===== src/hw/rtl/e2q_pkg.sv =====
// Package: widths, constants and types shared by the Euler-to-quaternion block.
`default_nettype none
package e2q_pkg;

	localparam int CORDIC_ITERATIONS = 16;
	localparam int ATAN_TABLE_LEN    = 24;
	localparam int CORDIC_STAGES     =
		(CORDIC_ITERATIONS < ATAN_TABLE_LEN) ? CORDIC_ITERATIONS : ATAN_TABLE_LEN;

	localparam int CW        = 34;  // CORDIC datapath width, Q2.30 plus headroom
	localparam int MW        = 32;  // multiplier operand width
	localparam int PW        = 2 * MW;
	localparam int QUEUE_DEPTH = 4;
	localparam int QUEUE_AW    = $clog2(QUEUE_DEPTH);

	typedef logic signed [15:0]   angle_t;
	typedef logic signed [15:0]   quat_t;
	typedef logic signed [CW-1:0] cw_t;
	typedef logic signed [MW-1:0] mw_t;
	typedef logic signed [PW-1:0] pw_t;

	localparam angle_t ANGLE_LIMIT = 16'sd25736;
	localparam angle_t ANGLE_FLOOR = -16'sd25736;
	localparam pw_t    Q14_ONE     = 64'sd16384;
	localparam pw_t    Q14_NEG_ONE = -64'sd16384;
	localparam cw_t    CORDIC_GAIN = 34'sd652032874;

	// atan(2^-i) in Q30
	localparam cw_t ATAN_Q30 [ATAN_TABLE_LEN] = '{
		34'sd843314857, 34'sd497837829, 34'sd263043837, 34'sd133525159,
		34'sd67021687,  34'sd33543516,  34'sd16775851,  34'sd8388437,
		34'sd4194283,   34'sd2097149,   34'sd1048576,   34'sd524288,
		34'sd262144,    34'sd131072,    34'sd65536,     34'sd32768,
		34'sd16384,     34'sd8192,      34'sd4096,      34'sd2048,
		34'sd1024,      34'sd512,       34'sd256,       34'sd128
	};

	typedef struct packed {
		angle_t roll_x;
		angle_t pitch_y;
		angle_t yaw_z;
	} angles_t;

endpackage
`default_nettype wire


===== src/hw/rtl/e2q_if.sv =====
// Interfaces: valid/ready channels for angle words and quaternion words.
`default_nettype none
interface e2q_in_if;
	logic             valid;
	logic             ready;
	e2q_pkg::angle_t  roll_x;
	e2q_pkg::angle_t  pitch_y;
	e2q_pkg::angle_t  yaw_z;
	modport source (output valid, output roll_x, output pitch_y, output yaw_z, input ready);
	modport sink   (input valid, input roll_x, input pitch_y, input yaw_z, output ready);
endinterface

`default_nettype wire


===== src/hw/rtl/e2q_front.sv =====
// Front end: accepts angle words and clamps each angle to +-pi.
`default_nettype none
module e2q_front (
	e2q_in_if.sink           angles,
	input  wire logic        push_ready,
	output logic             push_valid,
	output e2q_pkg::angles_t push_data
);

	function automatic e2q_pkg::angle_t clamp(input e2q_pkg::angle_t a);
		e2q_pkg::angle_t r;
		r = a;
		if (a > e2q_pkg::ANGLE_LIMIT) r = e2q_pkg::ANGLE_LIMIT;
		if (a < e2q_pkg::ANGLE_FLOOR) r = e2q_pkg::ANGLE_FLOOR;
		return r;
	endfunction

	assign angles.ready        = push_ready;
	assign push_valid          = angles.valid;
	assign push_data.roll_x    = clamp(angles.roll_x);
	assign push_data.pitch_y   = clamp(angles.pitch_y);
	assign push_data.yaw_z     = clamp(angles.yaw_z);

endmodule
`default_nettype wire


===== src/flat_wrapper.sv =====
// flat-port wrapper written by rule: the top's interface ports become plain ports
module e2q_front_flat 
  (push_ready, push_valid, push_data, angles_valid, angles_roll_x, angles_pitch_y, angles_yaw_z, angles_ready);
  e2q_in_if angles_i ();
  input  wire logic push_ready;
  output logic push_valid;
  output e2q_pkg::angles_t push_data;
  input wire logic [$bits(angles_i.valid)-1:0] angles_valid;
  input wire logic [$bits(angles_i.roll_x)-1:0] angles_roll_x;
  input wire logic [$bits(angles_i.pitch_y)-1:0] angles_pitch_y;
  input wire logic [$bits(angles_i.yaw_z)-1:0] angles_yaw_z;
  output wire logic [$bits(angles_i.ready)-1:0] angles_ready;
  assign angles_i.valid = angles_valid;
  assign angles_i.roll_x = angles_roll_x;
  assign angles_i.pitch_y = angles_pitch_y;
  assign angles_i.yaw_z = angles_yaw_z;
  assign angles_ready = angles_i.ready;
  e2q_front u_core (.angles(angles_i), .push_ready(push_ready), .push_valid(push_valid), .push_data(push_data));
endmodule

===== config.mk =====
export PLATFORM = sky130hd
export DESIGN_NAME = e2q_front_flat
export DESIGN_NICKNAME = d
export VERILOG_FILES = /design/src/hw/rtl/e2q_pkg.sv /design/src/hw/rtl/e2q_if.sv /design/src/hw/rtl/e2q_front.sv /design/src/flat_wrapper.sv
export SDC_FILE = /design/constraint.sdc
export NUM_CORES = 1
export LEC_CHECK = 0
export BUFFER_PORTS_ARGS = -buffer_cell sky130_fd_sc_hd__buf_4
export CORE_MARGIN = 2
export CORE_UTILIZATION = 32
export DETAILED_ROUTE_END_ITERATION = 7
export PLACE_DENSITY = 0.95
export SYNTH_ARGS = -nofsm -noshare
export SYNTH_HDL_FRONTEND = slang
export SYNTH_SLANG_ARGS = --single-unit

===== constraint.sdc =====
create_clock -name vclk -period 2
set_clock_uncertainty 0.15 [all_clocks]
set_input_delay 0.4 -clock vclk [all_inputs]
set_output_delay 0.4 -clock vclk [all_outputs]
set_load 0.05 [all_outputs]

**After elaboration in Yosys (flattened, before gate mapping)**

Cells that the tools add are included.

- Bits in registers: 0
- Latch bits: 0
- RAM bits: 0
- Bits in read-only memories: 0
- Memories: 0

- Add/subtract/negate cells: 0
- $mul: 0
- Divide/modulo/power cells: 0
- Magnitude comparators: 6
- Equality and inequality tests: 0
- Shifts and indexed selects: 0
- Mux-type cells: 6
- Bitwise operators: 0
- Reductions and logical operators: 0

Operators with widths:

| operator | count |
|---|---|
| two-way mux 16 bit | 6 |
| greater-than comparator 16 bit, second input constant | 3 |
| < comparator 16 bit, second input constant | 3 |

**Longest topological paths before layout**

- Depth in word-level cells: 3
- Mapped depth: 4

**Least setup slack after synthesis**

No wires, ideal clock.

- Kind: input to output
- From: in angles_pitch_y[3]
- To: out push_data[18] in the netlist's numbering
- Arrival time: 2.129 ns
- Data required time: 1.450 ns
- Slack: -0.679 ns
- Cell stages on the path: 4
- Path buffers: 1
- Cell sequence: a41oi_1 > o2111a_1 > buf_2 > nor3b_1

RTL lines:

| item | RTL line | source |
|---|---|---|
| start, declared | flat_wrapper.sv:10 | `input wire logic [$bits(angles_i.pitch_y)-1:0] angles_pitch_y;` |
| end, declared | flat_wrapper.sv:7 | `output e2q_pkg::angles_t push_data;` |

==> flow_summary.yaml <==
run_status:
  status: "complete, but fails checks"
  violations: "setup timing"
placement:
  port_buffers: 96
  dp.cells: 245
  place_hpwl_um: 2840
  gp_congestion: 0.833
route:
  drt_iter0_drc: 76
  routedWlPerCell_um: 22.8
  drc: 0
  viasPerCell: 6.46
  drt_wl_total_um: 5660
  firstDrtPassIters: 4
  met1_length_um: 1850
  route.met2.wl_um: 2920
  met3WireLength_um: 459
  vias: 1603
  ant_nets: 0
  topRoutingLayerUsed: "met4"
die:
  fp.dieH_um: 51.4
  die_area_mm2: 0.00264
  die_w_um: 51.4
  fp-row-count: 17
  coreArea_mm2: 0.00217
  initial_core_util_pct: 33.2
  pin_count: 100
timing:
  finalHoldViolCount: 0
  fin_crit_sh_pct: 113
  slew_headroom_pct: 64.4
  fin_crit_ps: 2270
  max_clock_freq_ghz: 0.441
  worst_pin_slew_ps: 531
  worst_slack_ps: -267
  setup_violations: 29
  rsz0062_at_grt: "yes"
  finalMaxSlewViolations: 0
final_layout:
  nClkBuffers: 0
  regArea_um2: 0
  drive_above_1_share_pct: 68.2
  n_antenna_cell: 0
  final_util_pct: 91.4
  final_cells: 248
  area_growth_pct: 176
  nFlopsAndLatches: 0
  fin_nets: 272
grt:
  grt_antenna_before_repair: 0
  grt_pass1_wl_um: 5580
  grt_max_degree: 9
  grt_usage_pct: 26.2
  grt_overflow: 0
  grt_pass1_vias: 1260
synth:
  syn_nets: 169
  synthTopCellsByArea: "a21o_1 19%, nor2_1 7.8%, nand2_1 7.3%"
  ys_types: 32
  yosysMostFrequentCell: "a21o_1"
  seq_area_frac_synth_pct: 0
  postSynthCellCount: 119
  ys.warnings.count: 0
  synth.top_cell.area_share_pct: 18.8
  synth_area_um2: 719
  avgSynthCellArea_um2: 6.05
  synth_common_cells: "18 x a21o_1, 15 x nor2_1, 14 x nand2_1"
  synth_top_cell_by_area: "a21o_1"
min_path:
  min_path_type: "in2out"
power:
  power_leakage_nw: 0.979
  pwr_density_cell_mw_per_mm2: 380
  vdd_drop_max_v: 0.000254
  fin_total_pwr_w: 0.000753
worst_setup_path:
  cp-end-kind: "output pin"
  crit_end: "push_data[19]"
  critPathKind: "in2out"
  startpoint: "angles_pitch_y[11]"
  path_max_fanout: 3
  cp.arrival_ps: 1720
  worst-endpoint-required_ps: 1450
  critical_path.startpoint_type: "input pin"
flow_run:
  maxCapViolCount: 0
-- worst max-delay path, cell delays in order --
cell and delay (ps):
buf_8 110, nor4bb_4 310, and4_1 280, a211oi_4 50, or3_1 390, buf_6 160
-- worst min-delay path by stage --
| stage | from | to | slack (ps) | depth (start not counted) |
|---|---|---|---|---|
| detailed placement | push_ready | angles_ready | 650 | 0 |
| CTS | push_ready | angles_ready | 650 | 0 |
| floorplan | push_ready | angles_ready | 820 | 1 |
| global placement | push_ready | angles_ready | 650 | 0 |
| finish | angles_valid | push_valid | 650 | 0 |
| global route | push_ready | angles_ready | 650 | 0 |
-- through the flow --
stage / setup slack, ps / instance area, um^2 / setup TNS, ps / hold WS (ps)
2_1_floorplan: -220 / 748 / -796 / 817
3_3_place_gp: -166 / 1560 / -2710 / 650
3_5_place_dp: -195 / 1560 / -3760 / 650
4_1_cts: -161 / 1760 / -1540 / 650
5_1_grt: -351 / 1980 / -5300 / 650
6_report: -267 / 1980 / -2830 / 650
-- cell families after synthesis --
family,count (synthesis),share of synthesized area (%)
compound gates,38,39.5
buf+inv,13,8.00
simple gates,68,52.5
-- layout by cell type, fill, tap and decap left out, types with 2 or more instances in the layout --
cell / Yosys / routed
nand2_1: 14 / 10
a21oi_1: 5 / 4
nor4_4: 0 / 2
buf_8: 0 / 3
nand4b_1: 2 / 2
o211ai_1: 2 / 2
nor2_1: 15 / 10
nand3b_1: 3 / 3
nor3b_2: 0 / 3
nand3_1: 5 / 4
a21o_1: 18 / 17
and3_1: 6 / 5
buf_6: 0 / 51
nand4_1: 3 / 3
nor4_2: 0 / 2
nand2_2: 0 / 4
nor4b_2: 0 / 2
buf_4: 2 / 58
nor3_1: 3 / 2
nor2_2: 0 / 5
a41oi_2: 0 / 2
-- power breakdown --
group	internal [W]	switching [W]
clock	0	0
combinational	0.000293	0.000461
sequential	0	0
total	0.000293	0.000461
-- cell type report --
type / count / area, um^2
repair buffers: 113 / 1070
multi-input cells: 106 / 870
fillers: 79 / 186
well taps: 28 / 35.0
inverters: 1 / 3.75
-- layer usage --
layer,track usage (%),up-vias
met5,0,-
li1,-,661
met2,51.1,148
met3,3.51,46
met4,6.14,0
met1,29.3,748
-- repair_timing --
action                                  in CTS  in global routing
gates resized for setup                     43                 50
hold buffers                                 0                  0
endpoints found under the setup margin      35                 35
hold endpoints to repair                     0                  0
setup buffers                                2                  1
pin swaps                                   23                 35
(Power assumes the default switching activity.)
