### config.mk
export PLATFORM = sky130hd
export DESIGN_NAME = e2q_queue
export DESIGN_NICKNAME = d
export VERILOG_FILES = /design/src/hw/rtl/e2q_pkg.sv /design/src/hw/rtl/e2q_queue.sv
export SDC_FILE = /design/constraint.sdc
export NUM_CORES = 1
export LEC_CHECK = 0
export ABC_CLOCK_PERIOD_IN_PS = 2710
export BUFFER_PORTS_ARGS = -buffer_cell sky130_fd_sc_hd__buf_2
export CAP_MARGIN = 20
export CORE_MARGIN = 5
export CORE_UTILIZATION = 45
export CTS_BUF_LIST = sky130_fd_sc_hd__clkbuf_2
export DETAILED_ROUTE_END_ITERATION = 12
export GPL_TIMING_DRIVEN = 0
export MAX_ROUTING_LAYER = met4
export PLACE_DENSITY = 0.65
export SLEW_MARGIN = 20
export SYNTH_ARGS = -nofsm -noshare
export SYNTH_HDL_FRONTEND = slang
export SYNTH_SLANG_ARGS = --single-unit
### constraint.sdc
create_clock -name clk -period 2.71 [get_ports clk]
set_input_delay 0.271 -clock clk [delete_from_list [all_inputs] [get_ports clk]]
set_output_delay 0.271 -clock clk [all_outputs]
set_load 0.01 [all_outputs]
### src/hw/rtl/e2q_pkg.sv
// Package: widths, constants and types shared by the Euler-to-quaternion block.
`default_nettype none
package e2q_pkg;

	localparam int CORDIC_ITERATIONS = 16;
	localparam int ATAN_TABLE_LEN    = 24;
	localparam int CORDIC_STAGES     =
		(CORDIC_ITERATIONS < ATAN_TABLE_LEN) ? CORDIC_ITERATIONS : ATAN_TABLE_LEN;

	localparam int CW        = 34;  // CORDIC datapath width, Q2.30 plus headroom
	localparam int MW        = 32;  // multiplier operand width
	localparam int PW        = 2 * MW;
	localparam int QUEUE_DEPTH = 4;
	localparam int QUEUE_AW    = $clog2(QUEUE_DEPTH);

	typedef logic signed [15:0]   angle_t;
	typedef logic signed [15:0]   quat_t;
	typedef logic signed [CW-1:0] cw_t;
	typedef logic signed [MW-1:0] mw_t;
	typedef logic signed [PW-1:0] pw_t;

	localparam angle_t ANGLE_LIMIT = 16'sd25736;
	localparam angle_t ANGLE_FLOOR = -16'sd25736;
	localparam pw_t    Q14_ONE     = 64'sd16384;
	localparam pw_t    Q14_NEG_ONE = -64'sd16384;
	localparam cw_t    CORDIC_GAIN = 34'sd652032874;

	// atan(2^-i) in Q30
	localparam cw_t ATAN_Q30 [ATAN_TABLE_LEN] = '{
		34'sd843314857, 34'sd497837829, 34'sd263043837, 34'sd133525159,
		34'sd67021687,  34'sd33543516,  34'sd16775851,  34'sd8388437,
		34'sd4194283,   34'sd2097149,   34'sd1048576,   34'sd524288,
		34'sd262144,    34'sd131072,    34'sd65536,     34'sd32768,
		34'sd16384,     34'sd8192,      34'sd4096,      34'sd2048,
		34'sd1024,      34'sd512,       34'sd256,       34'sd128
	};

	typedef struct packed {
		angle_t roll_x;
		angle_t pitch_y;
		angle_t yaw_z;
	} angles_t;

endpackage
`default_nettype wire

### src/hw/rtl/e2q_queue.sv
// Short queue between front end and CORDIC back end.
`default_nettype none
module e2q_queue (
	input  wire logic             clk,
	input  wire logic             arst_n,
	input  wire logic             push_valid,
	output logic                  push_ready,
	input  wire e2q_pkg::angles_t push_data,
	output logic                  pop_valid,
	input  wire logic             pop_ready,
	output e2q_pkg::angles_t      pop_data
);

	e2q_pkg::angles_t                mem_q [e2q_pkg::QUEUE_DEPTH];
	logic [e2q_pkg::QUEUE_AW-1:0]    wr_ptr_q, rd_ptr_q;
	logic [e2q_pkg::QUEUE_AW:0]      count_q;
	logic                            push, pop;

	assign push_ready = (count_q != (e2q_pkg::QUEUE_AW+1)'(e2q_pkg::QUEUE_DEPTH));
	assign pop_valid  = (count_q != '0);
	assign push       = push_valid && push_ready;
	assign pop        = pop_valid && pop_ready;
	assign pop_data   = mem_q[rd_ptr_q];

	always_ff @(posedge clk) begin
		if (push) mem_q[wr_ptr_q] <= push_data;
	end

	always_ff @(posedge clk or negedge arst_n) begin
		if (!arst_n) begin
			wr_ptr_q <= '0;
			rd_ptr_q <= '0;
			count_q  <= '0;
		end else begin
			if (push) wr_ptr_q <= wr_ptr_q + 1'b1;
			if (pop)  rd_ptr_q <= rd_ptr_q + 1'b1;
			case ({push, pop})
				2'b10:   count_q <= count_q + 1'b1;
				2'b01:   count_q <= count_q - 1'b1;
				default: count_q <= count_q;
			endcase
		end
	end

	a_no_overflow: assert property (@(posedge clk) disable iff (!arst_n)
		count_q <= (e2q_pkg::QUEUE_AW+1)'(e2q_pkg::QUEUE_DEPTH))
		else $error("queue count overflow");
	a_ptr_gap: assert property (@(posedge clk) disable iff (!arst_n)
		(wr_ptr_q - rd_ptr_q) == count_q[e2q_pkg::QUEUE_AW-1:0])
		else $error("queue pointers disagree with count");
	a_push_counts: assert property (@(posedge clk) disable iff (!arst_n)
		(push && !pop) |=> (count_q == $past(count_q) + 1'b1))
		else $error("push not counted");

endmodule
`default_nettype wire

-- Yosys cells after proc, flatten, opt, wreduce, memory -nomap -nowiden
Memories as Yosys holds them, arrays and structs flattened.
Index checks and enable logic that the tools add are counted.
- logic and storage cells: 18
- output and inout bits: 50
- bits in registers: 7
- bits in latches: 0
- bits in read-only memories: 0
- memories: 1
- input port bits: 52
- memory bits (writable): 192
- multiply operators: 0
- divide/modulo/power cells: 0
- reduce and logical (&&, ||, !) cells: 4
- shift operators: 0
- mux-type cells: 3
- equal/unequal tests: 3
- bitwise logic cells: 0
- magnitude comparators: 0
- $add $sub $neg: 4
- memory list (memory ; depth ; bits a word ; read ports ; clocked after memory_dff ; wr ports ; RTL line ; source):
    mem_q ; 4 ; 48 ; 1 ; 0 ; 1 ; e2q_queue.sv:14 ; e2q_pkg::angles_t mem_q [e2q_pkg::QUEUE_DEPTH];
- operators by type and width (cell ; number):
    case mux 3 bit (2 select lines) ; 1
    adder 2 x 1 -> 2 bit (second input constant) ; 2
    adder 3 x 1 -> 3 bit (second input constant) ; 1
    inequality test 3 bit (second input constant) ; 1
    nonzero test 3 bit ; 1
    subtractor 3 x 1 -> 3 bit (second input constant) ; 1
    == test 2 x 1 -> 1 bit (second input constant) ; 1
    == test 2 bit (second input constant) ; 1
    logical AND 1 bit ; 2
    2-to-1 mux 1 bit ; 2
    nonzero test 2 bit ; 1

-- Logic depth before layout (Yosys ltp)
- depth after elaboration: 4
- mapped depth: 9
- gate-level depth less buffers: 9

-- Worst setup path before layout
OpenSTA, ideal clock, no wires.
- path type: register to register
- from: reg count_q[0] (netlist bit)
- to: reg count_q[2] (netlist bit)
- setup time: 0.079 ns
- stages on the path, launching flop included: 10
- buffers on the path: 0
- path slack: 0.629 ns
- clock period less this slack: 2.081 ns
- arrival: 2.002 ns
- data required time: 2.631 ns
- cell sequence: dfrtp_1 or3b_4 and2_4 inv_1 ha_1 inv_1 fa_1 xor2_1 nor2_1 xor2_1
- cells in the longest elaborated chain, start to end: 4
- elaborated cells between the ends (all ways): 10
- classes of those cells: add/sub (2); eq/ne (3); mux (1); reduce/logical (4)
- RTL lines (what ; RTL line ; source):
    start: declaration ; e2q_queue.sv:16 ; logic [e2q_pkg::QUEUE_AW:0] count_q;
    start signal: assignment ; e2q_queue.sv:38 ; 2'b10: count_q <= count_q + 1'b1;
    start signal: assignment ; e2q_queue.sv:39 ; 2'b01: count_q <= count_q - 1'b1;
    start signal: assignment ; e2q_queue.sv:40 ; default: count_q <= count_q;
    inequality test 3 bit (*) ; e2q_queue.sv:19 ; assign push_ready = (count_q != (e2q_pkg::QUEUE_AW+1)'(e2q_pkg::QUEUE_DEPTH));
    named net push_ready ; e2q_queue.sv:7 ; output logic push_ready,
    logical AND 1 bit (*) ; e2q_queue.sv:21 ; assign push = push_valid && push_ready;
    == test 2 x 1 -> 1 bit / == test 2 bit (equally long branches) ; e2q_queue.sv:37 ; case ({push, pop})
    case mux 3 bit (2 select lines) / nonzero test 2 bit (equally long branches) ; -- ;
Mark *: on every way through the listed nets, which the timed path passes. The rest lies on a longest branch.
A chain may end at the register's enable or synchronous reset.

==> results_dict.tcl <==
set metrics [dict create \
    fin_crit_sh 0.905 \
    initial_utilization 0.460 \
    insertion_delay_ns 0.71 \
    num_vias 3431 \
    drive_above_1_share 0.415 \
    grt_util_all_layers 0.152 \
    cts.sinks 199 \
    ant_nets 0 \
    diodes 0 \
    layout_setup_ws_ns 0.258 \
    synth_cell_types 20 \
    hold_depth 2 \
    rr_startpoint "count_q[0]" \
    yosysWarnings 0 \
    synth_ff_type "edfxtp_1" \
    syn-cell-area_um2 7330 \
    via_per_inst 4.99 \
    setup_viol 0 \
    vdd_drop_max_v 0.00103 \
    synth_top_area_frac 0.787 \
    core_um2 15900 \
    synth_nets 346 \
    port_buffers 101 \
    io_pins 102 \
    syn2layout_area_growth_pct 21.5 \
    skew_ns 0.0178 \
    synth_top_cell_by_area "edfxtp_1" \
    clock_path_buffers 2 \
    cp-end-kind "primary output" \
    die_y_um 138 \
    syn_inst 288 \
    ys_seq_area_frac 0.811 \
    setup.worst_path.end "pop_data[37]" \
    post-dp-hpwl_mm 7.58 \
    period_minus_slack_ns 2.45 \
    clock.fmax_mhz 408 \
    status "complete, no violations" \
    cts_buffers 17 \
    slew_viol_final 0 \
    yosys_register_bits 199 \
    drt-pass1-iter-count 4 \
    antenna_found_initial 0 \
    grt_max_degree 49 \
    tritoncts "yes" \
    routabilityCongestion 0.749 \
    final_common_cell "edfxtp_1" \
    crit_type "reg2out" \
    grt_pass1_vias 3781 \
    min-delay-path-class "in2reg" \
    regToRegSetupSlack_ns 0.43 \
    routed_wl_mm 13.0 \
    critPathRequiredTime_ns 2.44 \
    async_flop_share 0.0352 \
    slew_headroom 0.481 \
    wl_per_cell_um 18.9 \
    tightest_slew_ns 0.779 \
    nNetsFinal 518 \
    drv_cap 0 \
    r2r-end "count_q[2]" \
    clockRootBuffer "clkbuf_2" \
    power_density_nw_per_um2 955 \
    place_ws_ns 0.543 \
    final_cell_mix "192 x edfxtp_1, 101 x buf_2, 52 x dlygate4sd3_1" \
    startpoint_type "register" \
    rsz0062_at_grt "false" \
    ff2ff_path_depth 9 \
    grt_overflow_total 0 \
    die_w_um 138 \
    grt_pass1_wl_mm 20.3 \
    p_leak_nw 3.09 \
    fin_hold_ws_ns 0.281 \
    drt_iter0_markers 151 \
    syn_avg_cell_area_um2 25.4 \
    hold_viol 0 \
    cp_max_fo 10 \
    path_clk_slew_ns 0.26 \
    startpoint "rd_ptr_q[1]" \
    p_total_mw 8.50 \
    h-tree-depth 4 \
    num_rows 46 \
    drc_errors 0 \
    setup_tns_ns 0 \
    fp.dieArea_um2 18900 \
    synth-edff-count 192 \
    arrival_ns 2.18 \
    synth_area_leaders "edfxtp_1 79%, mux4_2 15%, dfrtp_1 2.4%, ha_1 0.85%, buf_2 0.48%" \
]
==> worst max-delay path: stages, from the launching register on <==
cell and delay, ns:
dfrtp_1 0.46, clkbuf_4 0.26, clkbuf_4 0.27, mux4_2 0.32
buf_2 0.16
==> Yosys cell counts, types with 3 or more instances <==
| library cell | n |
|---|---|
| ha_1 | 5 |
| xnor2_1 | 3 |
| dfrtp_1 | 7 |
| clkbuf_1 | 3 |
| edfxtp_1 | 192 |
| xor2_1 | 3 |
| inv_1 | 6 |
| buf_2 | 7 |
| mux4_2 | 48 |
| and3_2 | 4 |
==> per-layer routing <==
layer	global-route usage	share of wire	routed length, um
met1	0.188	0.42	5420
met2	0.244	0.51	6670
met3	0.0471	0.060	778
met4	0.0449	0.0095	124
met5	-	0	0
==> through the flow <==
stage / cells / utilization / cell area (um^2)
3_3_place_gp: 605 / 0.508 / 8110
2_1_floorplan: 288 / - / 7330
6_report: 688 / 0.558 / 8900
5_1_grt: 688 / 0.558 / 8900
3_5_place_dp: 605 / 0.509 / 8120
4_1_cts: 688 / 0.556 / 8860
==> kinds of logic after synthesis <==
family / count (synthesis) / synth area share
buffers and inverters: 17 / 0.00990
flip-flops: 199 / 0.811
multiplexers: 50 / 0.151
adder cells (fa/ha/maj): 6 / 0.0113
AND/OR/NAND/NOR: 9 / 0.00888
AO/OA/AOI/OAI: 1 / 0.00137
XOR/XNOR: 6 / 0.00717
==> how the worst min path moves through the flow <==
stage / end / slack, ns / start
global route: mem_q[1][10] / 0.15 / push_data[10]
floorplan: count_q[0] / -0.02 / arst_n
detailed placement: count_q[2] / 0.12 / arst_n
finish: mem_q[0][42] / 0.28 / push_data[42]
CTS: mem_q[3][40] / 0.19 / push_data[40]
global placement: wr_ptr_q[0] / 0.11 / arst_n
==> what timing repair did <==
item                       CTS  global route
hold endpoints to repair   203             0
setup endpoints to repair   48            48
buffers inserted             0             1
gates resized for setup      1            20
pin swaps                    0             0
hold buffers                52             0
==> sequential cells by signal (all words and copies together) (netlist names) <==
name / flops
count_q: 3
mem_q: 192
rd_ptr_q: 2
wr_ptr_q: 2
==> power breakdown <==
part           switching [mW]  internal, mW  leakage [nW]
clock                   0.935         0.410         0.132
sequential              0.172          4.07          1.84
combinational            1.52          1.39          1.11
total                    2.63          5.87          3.09
==> layout make-up <==
cell class | count | area [um^2]
Sequential cell | 199 | 5940
Timing Repair Buffer | 154 | 1030
Multi-Input combinational cell | 72 | 1330
Inverter | 6 | 22.5
Clock inverter | 14 | 135
Buffer | 10 | 82.6
Tap cell | 216 | 270
Fill cell | 1266 | 7040
Clock buffer | 17 | 85.1
No activity file was read; power rests on OpenSTA's default activity.
